==> src/rtl/sha1_pkg.sv <==
// ----------------------------------------------------------------------------
// sha1_pkg
// Shared types and constants for the streaming SHA-1 digest block.
// ----------------------------------------------------------------------------
package sha1_pkg;

  typedef enum logic [2:0] {
    ST_IDLE,
    ST_LOAD,
    ST_ROUND,
    ST_FOLD,
    ST_PAD,
    ST_EMIT
  } state_t;

  localparam logic [31:0] K0 = 32'h5A827999;
  localparam logic [31:0] K1 = 32'h6ED9EBA1;
  localparam logic [31:0] K2 = 32'h8F1BBCDC;
  localparam logic [31:0] K3 = 32'hCA62C1D6;

  localparam logic [31:0] IV0 = 32'h67452301;
  localparam logic [31:0] IV1 = 32'hEFCDAB89;
  localparam logic [31:0] IV2 = 32'h98BADCFE;
  localparam logic [31:0] IV3 = 32'h10325476;
  localparam logic [31:0] IV4 = 32'hC3D2E1F0;

  localparam logic [7:0] PAD_BYTE = 8'h80;

  // block slots that carry the big-endian bit length
  localparam logic [3:0] LEN_HI_WORD = 4'd14;
  localparam logic [3:0] LEN_LO_WORD = 4'd15;

  function automatic logic [31:0] iv_word(input logic [2:0] idx);
    logic [31:0] v;
    case (idx)
      3'd0:    v = IV0;
      3'd1:    v = IV1;
      3'd2:    v = IV2;
      3'd3:    v = IV3;
      default: v = IV4;
    endcase
    return v;
  endfunction

endpackage

==> src/rtl/sha1_ram.sv <==
// ----------------------------------------------------------------------------
// sha1_ram
// Generic single-write, single-read RAM with registered read data.
// ----------------------------------------------------------------------------
module sha1_ram #(
  parameter int Width = 32,
  parameter int Depth = 16
) (
  input  logic                     clk,
  input  logic                     wr_en,
  input  logic [$clog2(Depth)-1:0] wr_addr,
  input  logic [Width-1:0]         wr_data,
  input  logic [$clog2(Depth)-1:0] rd_addr,
  output logic [Width-1:0]         rd_data
);

  logic [Width-1:0] mem [Depth];

  // write and registered read
  always_ff @(posedge clk) begin
    if (wr_en) begin
      mem[wr_addr] <= wr_data;
    end
    rd_data <= mem[rd_addr];
  end

endmodule

==> src/rtl/sha1_message_digest.sv <==
// ----------------------------------------------------------------------------
// sha1_message_digest
// Streaming SHA-1: gathers message words into a 16-word block RAM, runs the
// 80-round compression one round per cycle, pads on the final word and
// emits the five digest words.
// ----------------------------------------------------------------------------
// Input: a word that does not complete a block is taken without a stall; the
// word that completes one stalls the input through the block load, the rounds
// and the fold, so no new word is taken until that compression is done.
// Final word: one pad write per cycle up to slot 15, one or two compressions,
// then five digest words, one per cycle unless stalled.
// Reset (rst_n low, synchronous): initial chaining words, zero length, empty block.
// ----------------------------------------------------------------------------
module sha1_message_digest
  import sha1_pkg::*;
(
  input  logic        clk,
  input  logic        rst_n,
  input  logic        in_valid,
  output logic        in_stall,
  input  logic [31:0] in_message_word,
  input  logic [2:0]  in_byte_count,
  input  logic        in_final_item,
  output logic        out_valid,
  input  logic        out_stall,
  output logic [31:0] out_digest_word,
  output logic [2:0]  out_word_number,
  output logic        out_last_word
);

  state_t state_r, state_nxt;

  logic [31:0] h_r [5];
  logic [31:0] a_r, b_r, c_r, d_r, e_r;
  logic [31:0] w_r [16];        // schedule window, w_r[15] newest
  logic [63:0] len_r;
  logic [3:0]  widx_r;          // next block slot to write
  logic        pad_r;           // final word seen, padding in progress
  logic        mark_r;          // 0x80 marker already placed
  logic        tail_r;          // length high word written in this block
  logic [6:0]  cnt_r;
  logic [2:0]  oidx_r;

  logic        ram_we;
  logic [3:0]  ram_wa, ram_ra;
  logic [31:0] ram_wd, ram_rd;

  logic        acc;
  logic [2:0]  cnt_eff;
  logic [31:0] cmask;
  logic [31:0] marker;
  logic [31:0] in_word;
  logic [31:0] pad_word;

  logic [31:0] f, k, t, wx, wnew, wcur;
  logic [6:0]  rnd;
  logic [3:0]  ld_idx;

  sha1_ram #(.Width(32), .Depth(16)) u_block (
    .clk     (clk),
    .wr_en   (ram_we),
    .wr_addr (ram_wa),
    .wr_data (ram_wd),
    .rd_addr (ram_ra),
    .rd_data (ram_rd)
  );

  assign acc = in_valid && !in_stall;

  // clamp the byte count: four unless a short final word
  always_comb begin
    cnt_eff = 3'd4;
    if (in_final_item && in_byte_count < 3'd4) begin
      cnt_eff = in_byte_count;
    end
  end

  // mask the valid bytes and merge the marker into a short final word
  always_comb begin
    case (cnt_eff)
      3'd0:    cmask = 32'h0;
      3'd1:    cmask = 32'hFF000000;
      3'd2:    cmask = 32'hFFFF0000;
      3'd3:    cmask = 32'hFFFFFF00;
      default: cmask = 32'hFFFFFFFF;
    endcase
    marker  = {PAD_BYTE, 24'h0} >> {cnt_eff[1:0], 3'b000};
    in_word = in_message_word & cmask;
    if (in_final_item && !cnt_eff[2]) begin
      in_word = in_word | marker;
    end
  end

  // pick the pad word: marker, zero fill or bit length
  always_comb begin
    pad_word = 32'h0;
    if (!mark_r) begin
      pad_word = {PAD_BYTE, 24'h0};
    end else if (widx_r == LEN_HI_WORD) begin
      pad_word = len_r[63:32];
    end else if (widx_r == LEN_LO_WORD && tail_r) begin
      pad_word = len_r[31:0];
    end
  end

  // round logic
  assign rnd    = cnt_r;
  assign ld_idx = cnt_r[3:0] - 4'd1;
  assign wx     = w_r[13] ^ w_r[8] ^ w_r[2] ^ w_r[0];
  assign wnew   = {wx[30:0], wx[31]};
  assign wcur   = (rnd < 7'd16) ? w_r[rnd[3:0]] : wnew;
  always_comb begin
    if (rnd < 7'd20) begin
      f = (b_r & c_r) | (~b_r & d_r); k = K0;
    end else if (rnd < 7'd40) begin
      f = b_r ^ c_r ^ d_r;            k = K1;
    end else if (rnd < 7'd60) begin
      f = (b_r & c_r) | (b_r & d_r) | (c_r & d_r); k = K2;
    end else begin
      f = b_r ^ c_r ^ d_r;            k = K3;
    end
    t = {a_r[26:0], a_r[31:27]} + f + e_r + k + wcur;
  end

  // next state
  always_comb begin
    state_nxt = state_r;
    case (state_r)
      ST_IDLE: begin
        if (acc && widx_r == LEN_LO_WORD) begin
          state_nxt = ST_LOAD;
        end else if (acc && in_final_item) begin
          state_nxt = ST_PAD;
        end
      end
      ST_PAD:   if (widx_r == LEN_LO_WORD) state_nxt = ST_LOAD;
      ST_LOAD:  if (cnt_r == 7'd16) state_nxt = ST_ROUND;
      ST_ROUND: if (cnt_r == 7'd79) state_nxt = ST_FOLD;
      ST_FOLD: begin
        if (!pad_r) begin
          state_nxt = ST_IDLE;
        end else if (tail_r) begin
          state_nxt = ST_EMIT;
        end else begin
          state_nxt = ST_PAD;
        end
      end
      ST_EMIT: if (!out_stall && oidx_r == 3'd4) state_nxt = ST_IDLE;
      default: state_nxt = ST_IDLE;
    endcase
  end

  // outputs and RAM port: one write per accepted word or pad step
  always_comb begin
    in_stall        = (state_r != ST_IDLE);
    out_valid       = (state_r == ST_EMIT);
    out_digest_word = h_r[oidx_r];
    out_word_number = oidx_r;
    out_last_word   = (oidx_r == 3'd4);
    ram_we          = 1'b0;
    ram_wa          = widx_r;
    ram_wd          = in_word;
    ram_ra          = cnt_r[3:0];
    if (state_r == ST_IDLE && in_valid) begin
      ram_we = 1'b1;
    end else if (state_r == ST_PAD) begin
      ram_we = 1'b1;
      ram_wd = pad_word;
    end
  end

  // advance state, gather, compress and emit
  always_ff @(posedge clk) begin
    if (!rst_n) begin
      state_r <= ST_IDLE;
      widx_r  <= '0;
      len_r   <= '0;
      pad_r   <= 1'b0;
      mark_r  <= 1'b0;
      tail_r  <= 1'b0;
      cnt_r   <= '0;
      oidx_r  <= '0;
      for (int i = 0; i < 5; i++) h_r[i] <= iv_word(3'(i));
    end else begin
      state_r <= state_nxt;
      case (state_r)
        ST_IDLE: begin
          if (acc) begin
            len_r  <= len_r + {58'd0, cnt_eff, 3'b000};
            widx_r <= widx_r + 4'd1;
            cnt_r  <= '0;
            if (in_final_item) begin
              pad_r  <= 1'b1;
              mark_r <= !cnt_eff[2];
            end
          end
        end
        ST_PAD: begin
          widx_r <= widx_r + 4'd1;
          cnt_r  <= '0;
          if (!mark_r) begin
            mark_r <= 1'b1;
          end else if (widx_r == LEN_HI_WORD) begin
            tail_r <= 1'b1;
          end
        end
        ST_LOAD: begin
          cnt_r <= cnt_r + 7'd1;
          if (cnt_r != 7'd0) begin
            w_r[ld_idx] <= ram_rd;
          end
          if (cnt_r == 7'd16) begin
            a_r <= h_r[0]; b_r <= h_r[1]; c_r <= h_r[2];
            d_r <= h_r[3]; e_r <= h_r[4];
            cnt_r <= '0;
          end
        end
        ST_ROUND: begin
          cnt_r <= cnt_r + 7'd1;
          if (rnd >= 7'd16) begin
            for (int i = 0; i < 15; i++) w_r[i] <= w_r[i+1];
            w_r[15] <= wnew;
          end
          e_r <= d_r; d_r <= c_r; c_r <= {b_r[1:0], b_r[31:2]};
          b_r <= a_r; a_r <= t;
        end
        ST_FOLD: begin
          h_r[0] <= h_r[0] + a_r; h_r[1] <= h_r[1] + b_r;
          h_r[2] <= h_r[2] + c_r; h_r[3] <= h_r[3] + d_r;
          h_r[4] <= h_r[4] + e_r;
          cnt_r  <= '0;
          oidx_r <= '0;
        end
        ST_EMIT: begin
          if (!out_stall) begin
            if (oidx_r == 3'd4) begin
              oidx_r <= '0;
              for (int i = 0; i < 5; i++) h_r[i] <= iv_word(3'(i));
              len_r  <= '0;
              widx_r <= '0;
              pad_r  <= 1'b0;
              mark_r <= 1'b0;
              tail_r <= 1'b0;
            end else begin
              oidx_r <= oidx_r + 3'd1;
            end
          end
        end
        default: ;
      endcase
    end
  end

  // checks
  a_emit_hold: assert property (@(posedge clk) disable iff (!rst_n)
    out_valid && out_stall |=> out_valid && $stable(out_word_number))
    else $error("digest word dropped under stall");
  a_no_accept_busy: assert property (@(posedge clk) disable iff (!rst_n)
    (state_r == ST_ROUND) |-> in_stall)
    else $error("input accepted during rounds");
  a_round_count: assert property (@(posedge clk) disable iff (!rst_n)
    (state_r == ST_ROUND) |-> cnt_r < 7'd80)
    else $error("round counter overran");

endmodule
==> config.mk <==
export PLATFORM = sky130hd
export DESIGN_NAME = sha1_message_digest
export DESIGN_NICKNAME = d
export VERILOG_FILES = /design/src/rtl/sha1_pkg.sv /design/src/rtl/sha1_ram.sv /design/src/rtl/sha1_message_digest.sv
export SDC_FILE = /design/constraint.sdc
export NUM_CORES = 2
export LEC_CHECK = 0
export ABC_CLOCK_PERIOD_IN_PS = 13400
export BUFFER_PORTS_ARGS = -buffer_cell sky130_fd_sc_hd__buf_2
export CAP_MARGIN = 10
export CELL_PAD_IN_SITES_DETAIL_PLACEMENT = 1
export CELL_PAD_IN_SITES_GLOBAL_PLACEMENT = 1
export CORE_ASPECT_RATIO = 0.9
export CORE_MARGIN = 2
export CORE_UTILIZATION = 55
export CTS_BUF_LIST = sky130_fd_sc_hd__clkbuf_2 sky130_fd_sc_hd__clkbuf_4 sky130_fd_sc_hd__clkbuf_8
export CTS_CLUSTER_SIZE = 10
export DETAILED_ROUTE_END_ITERATION = 10
export PLACE_DENSITY = 0.81
export SYNTH_ARGS = -nofsm -noshare
export SYNTH_HDL_FRONTEND = slang
export SYNTH_SLANG_ARGS = --single-unit
==> constraint.sdc <==
create_clock -name clk -period 13.4 [get_ports clk]
set_input_delay 0.67 -clock clk [delete_from_list [all_inputs] [get_ports clk]]
set_output_delay 0.67 -clock clk [all_outputs]
set_load 0.01 [all_outputs]
# Word-level counts from Yosys, hierarchy flattened

Memories as Yosys holds them, arrays and structs flattened. A register that Yosys moved wholly into a read port is not among the register bits.
Index checks and enable logic that the tools add are counted.

Flip-flop bits (word level): 244
Bits in latches: 0
Memory bits (writable): 1184
ROM bits: 0
Output and inout port bits: 38
Word-level logic and storage cells: 240
Memories kept: 3

Memories:

| name        | depth | width | read ports | clocked after memory_dff | wr ports | line                      | RTL |
|---|---|---|---|---|---|---|---|
| u_block.mem | 16    | 32    | 1          | 1                        | 1        | sha1_ram.sv:17            | `logic [Width-1:0] mem [Depth];` |
| w_r         | 16    | 32    | 17         | 1                        | 16       | sha1_message_digest.sv:35 | `logic [31:0] w_r [16];` |
| h_r         | 5     | 32    | 6          | 1                        | 5        | sha1_message_digest.sv:33 | `logic [31:0] h_r [5];` |

Add/sub/neg operators: 14
Multipliers: 0
Divide/modulo/power cells: 0
$lt $le $gt $ge: 6
Equality and inequality tests: 24
Shift-type cells: 1
Muxes and demuxes: 122
Bitwise logic cells: 25
Reductions and logical operators: 32

Operators with widths:

| operator                                                              | count |
|---|---|
| 32-bit 2-to-1 mux                                                     | 53 |
| 32-bit case mux with 2 select lines                                   | 5 |
| 32-bit adder                                                          | 9 |
| 64-bit 2-to-1 mux                                                     | 3 |
| 32-bit bitwise AND                                                    | 5 |
| 32-bit XOR                                                            | 5 |
| 32-bit OR                                                             | 4 |
| 32-bit case mux with 4 select lines                                   | 1 |
| 64-bit case mux with 2 select lines                                   | 1 |
| 64-bit by 6-bit adder with 64-bit output                              | 1 |
| 3-bit 2-to-1 mux                                                      | 12 |
| 32-bit NOT                                                            | 1 |
| 32-bit OR reduction                                                   | 1 |
| 32-bit by 5-bit right shift with 32-bit output (first input constant) | 1 |
| 1-bit 2-to-1 mux                                                      | 31 |
| 31-bit 2-to-1 mux                                                     | 1 |
| 7-bit case mux with 4 select lines                                    | 1 |
| 4-bit 2-to-1 mux                                                      | 6 |
| 5-bit AND reduction                                                   | 4 |
| 3-bit case mux with 6 select lines                                    | 1 |
| 7-bit by 5-bit < comparator with 1-bit output (second input constant) | 2 |
| 7-bit by 6-bit < comparator with 1-bit output (second input constant) | 2 |
| 7-bit 2-to-1 mux                                                      | 2 |
| 2-bit != test (second input constant)                                 | 7 |
| 30 further kinds                                                      | 65 |

# Longest topological paths before layout

Depth in word-level cells: 11
Mapped depth: 24

# By module

Synthesis repeated with hierarchy kept, for this count alone.

Cell total of the unflattened synthesis: 5704
Area total of the unflattened synthesis: 75636.3 µm²

By module, submodules not included:

| module              | instances | cells each | area an instance (µm²) | sequential area each (µm²) |
|---|---|---|---|---|
| sha1_message_digest | 1         | 4866       | 55801.0                | 26745.7 |
| sha1_ram            | 1         | 838        | 19835.3                | 16015.4 |

# Least setup slack after synthesis

No wires, ideal clock.

Kind: register to register
Start: register cnt_r[0]
End: register a_r[0] (enable)
Library setup time: 0.732 ns
Data arrival time: 8.968 ns
Data required time: 12.668 ns
Setup slack: 3.700 ns
Stages on the path, launching flop included: 6
Path buffers: 1
Period minus slack after synthesis: 9.700 ns
Cell sequence: dfxtp_1 > clkbuf_1 > nor2_1 > nand4_1 > or3b_2 > a21oi_1

Word-level cells in the longest chain between the ends: 3

Ends and longest elaborated chain:

| element                                  | line                       | RTL |
|---|---|---|
| from (decl)                              | sha1_message_digest.sv:41  | `logic [6:0] cnt_r;` |
| from (signal assigned)                   | sha1_message_digest.sv:208 | `cnt_r <= cnt_r + 7'd1;` |
| from (signal assigned)                   | sha1_message_digest.sv:219 | `cnt_r <= cnt_r + 7'd1;` |
| 7-bit by 5-bit == test with 1-bit output | sha1_message_digest.sv:212 | `if (cnt_r == 7'd16) begin` |
| 2-bit != test (no line)                  | --                         |  |
| 3-bit AND reduction (no line)            | --                         |  |
| to (signal assigned)                     | sha1_message_digest.sv:213 | `a_r <= h_r[0]; b_r <= h_r[1]; c_r <= h_r[2];` |
| to (signal assigned)                     | sha1_message_digest.sv:225 | `b_r <= a_r; a_r <= t;` |
| to (decl)                                | sha1_message_digest.sv:34  | `logic [31:0] a_r, b_r, c_r, d_r, e_r;` |

No other way between the ends.
A chain may end at the register's enable or synchronous reset.

# Worst setup path in the final report

Start: register cnt_r[2]
End: register a_r[30], data pin

Word-level cells in the longest chain between the ends: 9

Ends and longest elaborated chain:

| element                                       | line                       | RTL |
|---|---|---|
| 7-bit by 6-bit < comparator with 1-bit output | sha1_message_digest.sv:117 | `end else if (rnd < 7'd60) begin` |
| 32-bit 2-to-1 mux                             | sha1_message_digest.sv:117 |  |
| 32-bit 2-to-1 mux                             | sha1_message_digest.sv:115 | `end else if (rnd < 7'd40) begin` |
| 32-bit 2-to-1 mux                             | sha1_message_digest.sv:113 | `if (rnd < 7'd20) begin` |
| 32-bit adder (3 in series)                    | sha1_message_digest.sv:122 | `t = {a_r[26:0], a_r[31:27]} + f + e_r + k + wcur;` |
| 32-bit adder (*)                              | sha1_message_digest.sv:122 |  |
| 32-bit case mux with 2 select lines (*)       | sha1_message_digest.sv:186 | `case (state_r)` |

Every way passes the cells marked *; elsewhere a longest branch is shown, timed or not.

==> results.json <==
{
  "hold_path_class": "primary input to register",
  "power.share.clock": 0.388,
  "die_h_um": 356,
  "nets": 6125,
  "fp.dieW_um": 395,
  "hold_buffers": 0,
  "period_share": 0.675,
  "yosysWarnings": 0,
  "cp-start-kind": "register",
  "wl_um": 238000,
  "combPwrFrac": 0.116,
  "grt_pass1_vias": 53248,
  "clk_pin_slew_ns": 0.07,
  "async_reset_ff_frac": 0,
  "min_path_cells": 4,
  "drt_iter0_drc": 6121,
  "outcome": "complete, no violations",
  "crit_path_end_kind": "register",
  "setup_viol": 0,
  "fin_setup_tns_ns": 0,
  "cts_buffer_depth": 3,
  "drc": 0,
  "ys_ff_latch": 1464,
  "initial_utilization": 0.553,
  "rr_startpoint": "cnt_r[2]",
  "syn_to_final_growth_pct": 10.2,
  "leakage_nw": 31.1,
  "slew_headroom": 0.141,
  "layout_commonest_cell": "edfxtp_1",
  "synthCells": 5650,
  "fin_crit_ns": 9.05,
  "yosysSeqAreaShare": 0.565,
  "synth_area_um2": 75700,
  "synthDistinctLibCells": 81,
  "clock_skew_ns": 0.0828,
  "pre_cts_ws_ns": 4.73,
  "p_seq_frac": 0.495,
  "hpwlAfterDp_um": 151000,
  "ir_drop_v": 0.000118,
  "drv_slew": 0,
  "cp.arrival_ns": 9.79,
  "grt_pass1_wl_um": 352000,
  "worstPathRequired_ns": 14.14,
  "port_buffers": 77,
  "gp_congestion": 0.928,
  "clock_latency_ns": 1.01,
  "stdcell_count": 7789,
  "cts_tree": "done",
  "synth_flop_cell": "edfxtp_1",
  "timing.final.ws_setup_ns": 4.35,
  "syn_avg_cell_area_um2": 13.4,
  "ant_nets": 0,
  "fp-row-count": 129,
  "track_usage": 0.337,
  "cts_buffers": 234,
  "crit_fanout": 42,
  "hold_start": "out_stall",
  "cts_root_buffer": "clkbuf_8",
  "core_um2": 137000,
  "drt-pass1-iter-count": 6,
  "synth-edff-count": 1344,
  "worst_pin_slew_ns": 1.28,
  "avgRoutedWirePerCell_um": 30.5,
  "reg2reg_depth": 22,
  "internal_power_w": 0.00795,
  "layout-drive-gt1-share": 0.177,
  "antenna_found_initial": 12,
  "rrSetupSlack_ns": 4.35,
  "post_cts_buffers": 0,
  "r2r_end": "a_r[30]",
  "vias": 51551,
  "viasPerCell": 6.62,
  "rsz0062_at_grt": "no",
  "cap_violations": 0,
  "hold_viol": 0,
  "grt_max_degree": 228,
  "post_dp_cell_area_um2": 78400,
  "overflow": 0,
  "syn_nets": 6024,
  "cts_resized": 0,
  "numClockSinks": 1464,
  "p_per_area_nw_per_um2": 129,
  "swShare": 0.260,
  "fp.dieArea_um2": 141000,
  "fin_area_um2": 83500,
  "final_cell_mix": "edfxtp_1, nand2_1, a21o_1, mux4_2, nor2_1",
  "switching_power_w": 0.00280,
  "htree_num_levels": 4,
  "dp_cells": 7347,
  "ios": 78,
  "max_freq_mhz": 111,
  "critPathKind": "register to register"
}
==> routing by layer <==
metal	wire, um	track usage	part of all wire	up-vias
li1	-	-	-	21469
met1	94400	0.466	0.40	26778
met2	111000	0.528	0.47	2742
met3	22100	0.0679	0.093	556
met4	9800	0.137	0.041	6
met5	35	0	0.00015	-
==> cells by family after synthesis <==
logic type      synth area share
compound gates             0.116
xor+xnor                  0.0336
fa+ha+maj                 0.0677
buf+inv                   0.0282
flops                      0.565
mux                        0.114
simple gates              0.0752
==> power by group through the flow <==
stage	combinational, W	clock [W]	sequential [W]
floorplan	0.000899	0	0.00536
finish	0.00125	0.00417	0.00533
CTS	0.00125	0.00421	0.00532
global route	0.00135	0.00439	0.00533
global placement	0.00115	0	0.00541
detailed placement	0.00123	0	0.00542
==> worst max path at each step <==
stage                  start       to  slack, ns  cells past startpoint
floorplan           cnt_r[0]   a_r[0]       3.70                      5
global placement    cnt_r[2]  a_r[31]       4.99                     22
detailed placement  cnt_r[2]  a_r[31]       4.73                     22
CTS                 cnt_r[2]  a_r[31]       4.58                     22
global route        cnt_r[2]  a_r[30]       3.96                     22
finish              cnt_r[2]  a_r[30]       4.35                     22
==> stage by stage <==
step                total power (W)   util  hold WS, ns
floorplan                   0.00626      -        0.454
global placement            0.00655  0.572        0.470
detailed placement          0.00664  0.572        0.490
CTS                          0.0108  0.609      0.00171
global route                 0.0111  0.609       0.0585
finish                       0.0108  0.609       0.0676
==> synth_stat cells, drive strengths merged (31+ instances only) <==
library cell / instances / area (um^2)
o21a: 33 / 248
o21bai: 47 / 353
inv: 237 / 890
nand2b: 41 / 257
a21oi: 165 / 826
xnor2: 194 / 1700
a31oi: 32 / 200
clkbuf: 279 / 1050
nand3: 51 / 255
nand2: 612 / 2300
fa: 126 / 2520
ha: 208 / 2600
mux4: 352 / 7930
nor2: 276 / 1040
mux2: 43 / 484
a211oi: 31 / 233
or3: 36 / 230
edfxtp: 1344 / 40400
xor2: 97 / 850
nor3: 48 / 250
a21o: 554 / 4160
and2: 57 / 357
o21ai: 260 / 1300
buf: 46 / 190
dfxtp: 120 / 2400
and3: 40 / 250
==> flip-flops by register name (all words and copies together) (netlist names), 3 cells and up, named ones only <==
signal and cells:
ram_wa 4, out_word_number 3, c_r 32, u_block.rd_data 32, b_r 32, e_r 32
state_r 3, d_r 32, len_r 61, cnt_r 7, u_block.mem 512, a_r 32
w_r 512, h_r 160
==> worst max-delay path, stage by stage, from the launching register on <==
cell	delay, ns
dfxtp_2	0.31
buf_4	0.35
and2_1	0.30
a31oi_1	0.41
nand2_1	0.77
nand2_1	0.25
buf_4	0.39
clkinv_1	0.85
a221oi_1	0.61
fa_1	0.51
fa_1	0.46
fa_1	0.57
inv_1	0.06
ha_1	0.32
a211oi_1	0.37
o21ai_0	0.21
a31oi_1	0.18
a21oi_1	0.16
a21boi_0	0.71
o22ai_1	0.34
a21boi_0	0.36
nor4b_1	0.09
nand3b_1	0.20
==> layout make-up <==
class                   instances  area [um^2]
fillers                     13140        53600
well taps                    1834         2290
flip-flops and latches       1464        42800
repair buffers                190         1250
multi-input cells            3622        31200
diodes                          3         7.51
clock inverters               104          927
inverters                     239          897
clock buffers                 333         4090
No activity file was read; power rests on OpenSTA's default activity.
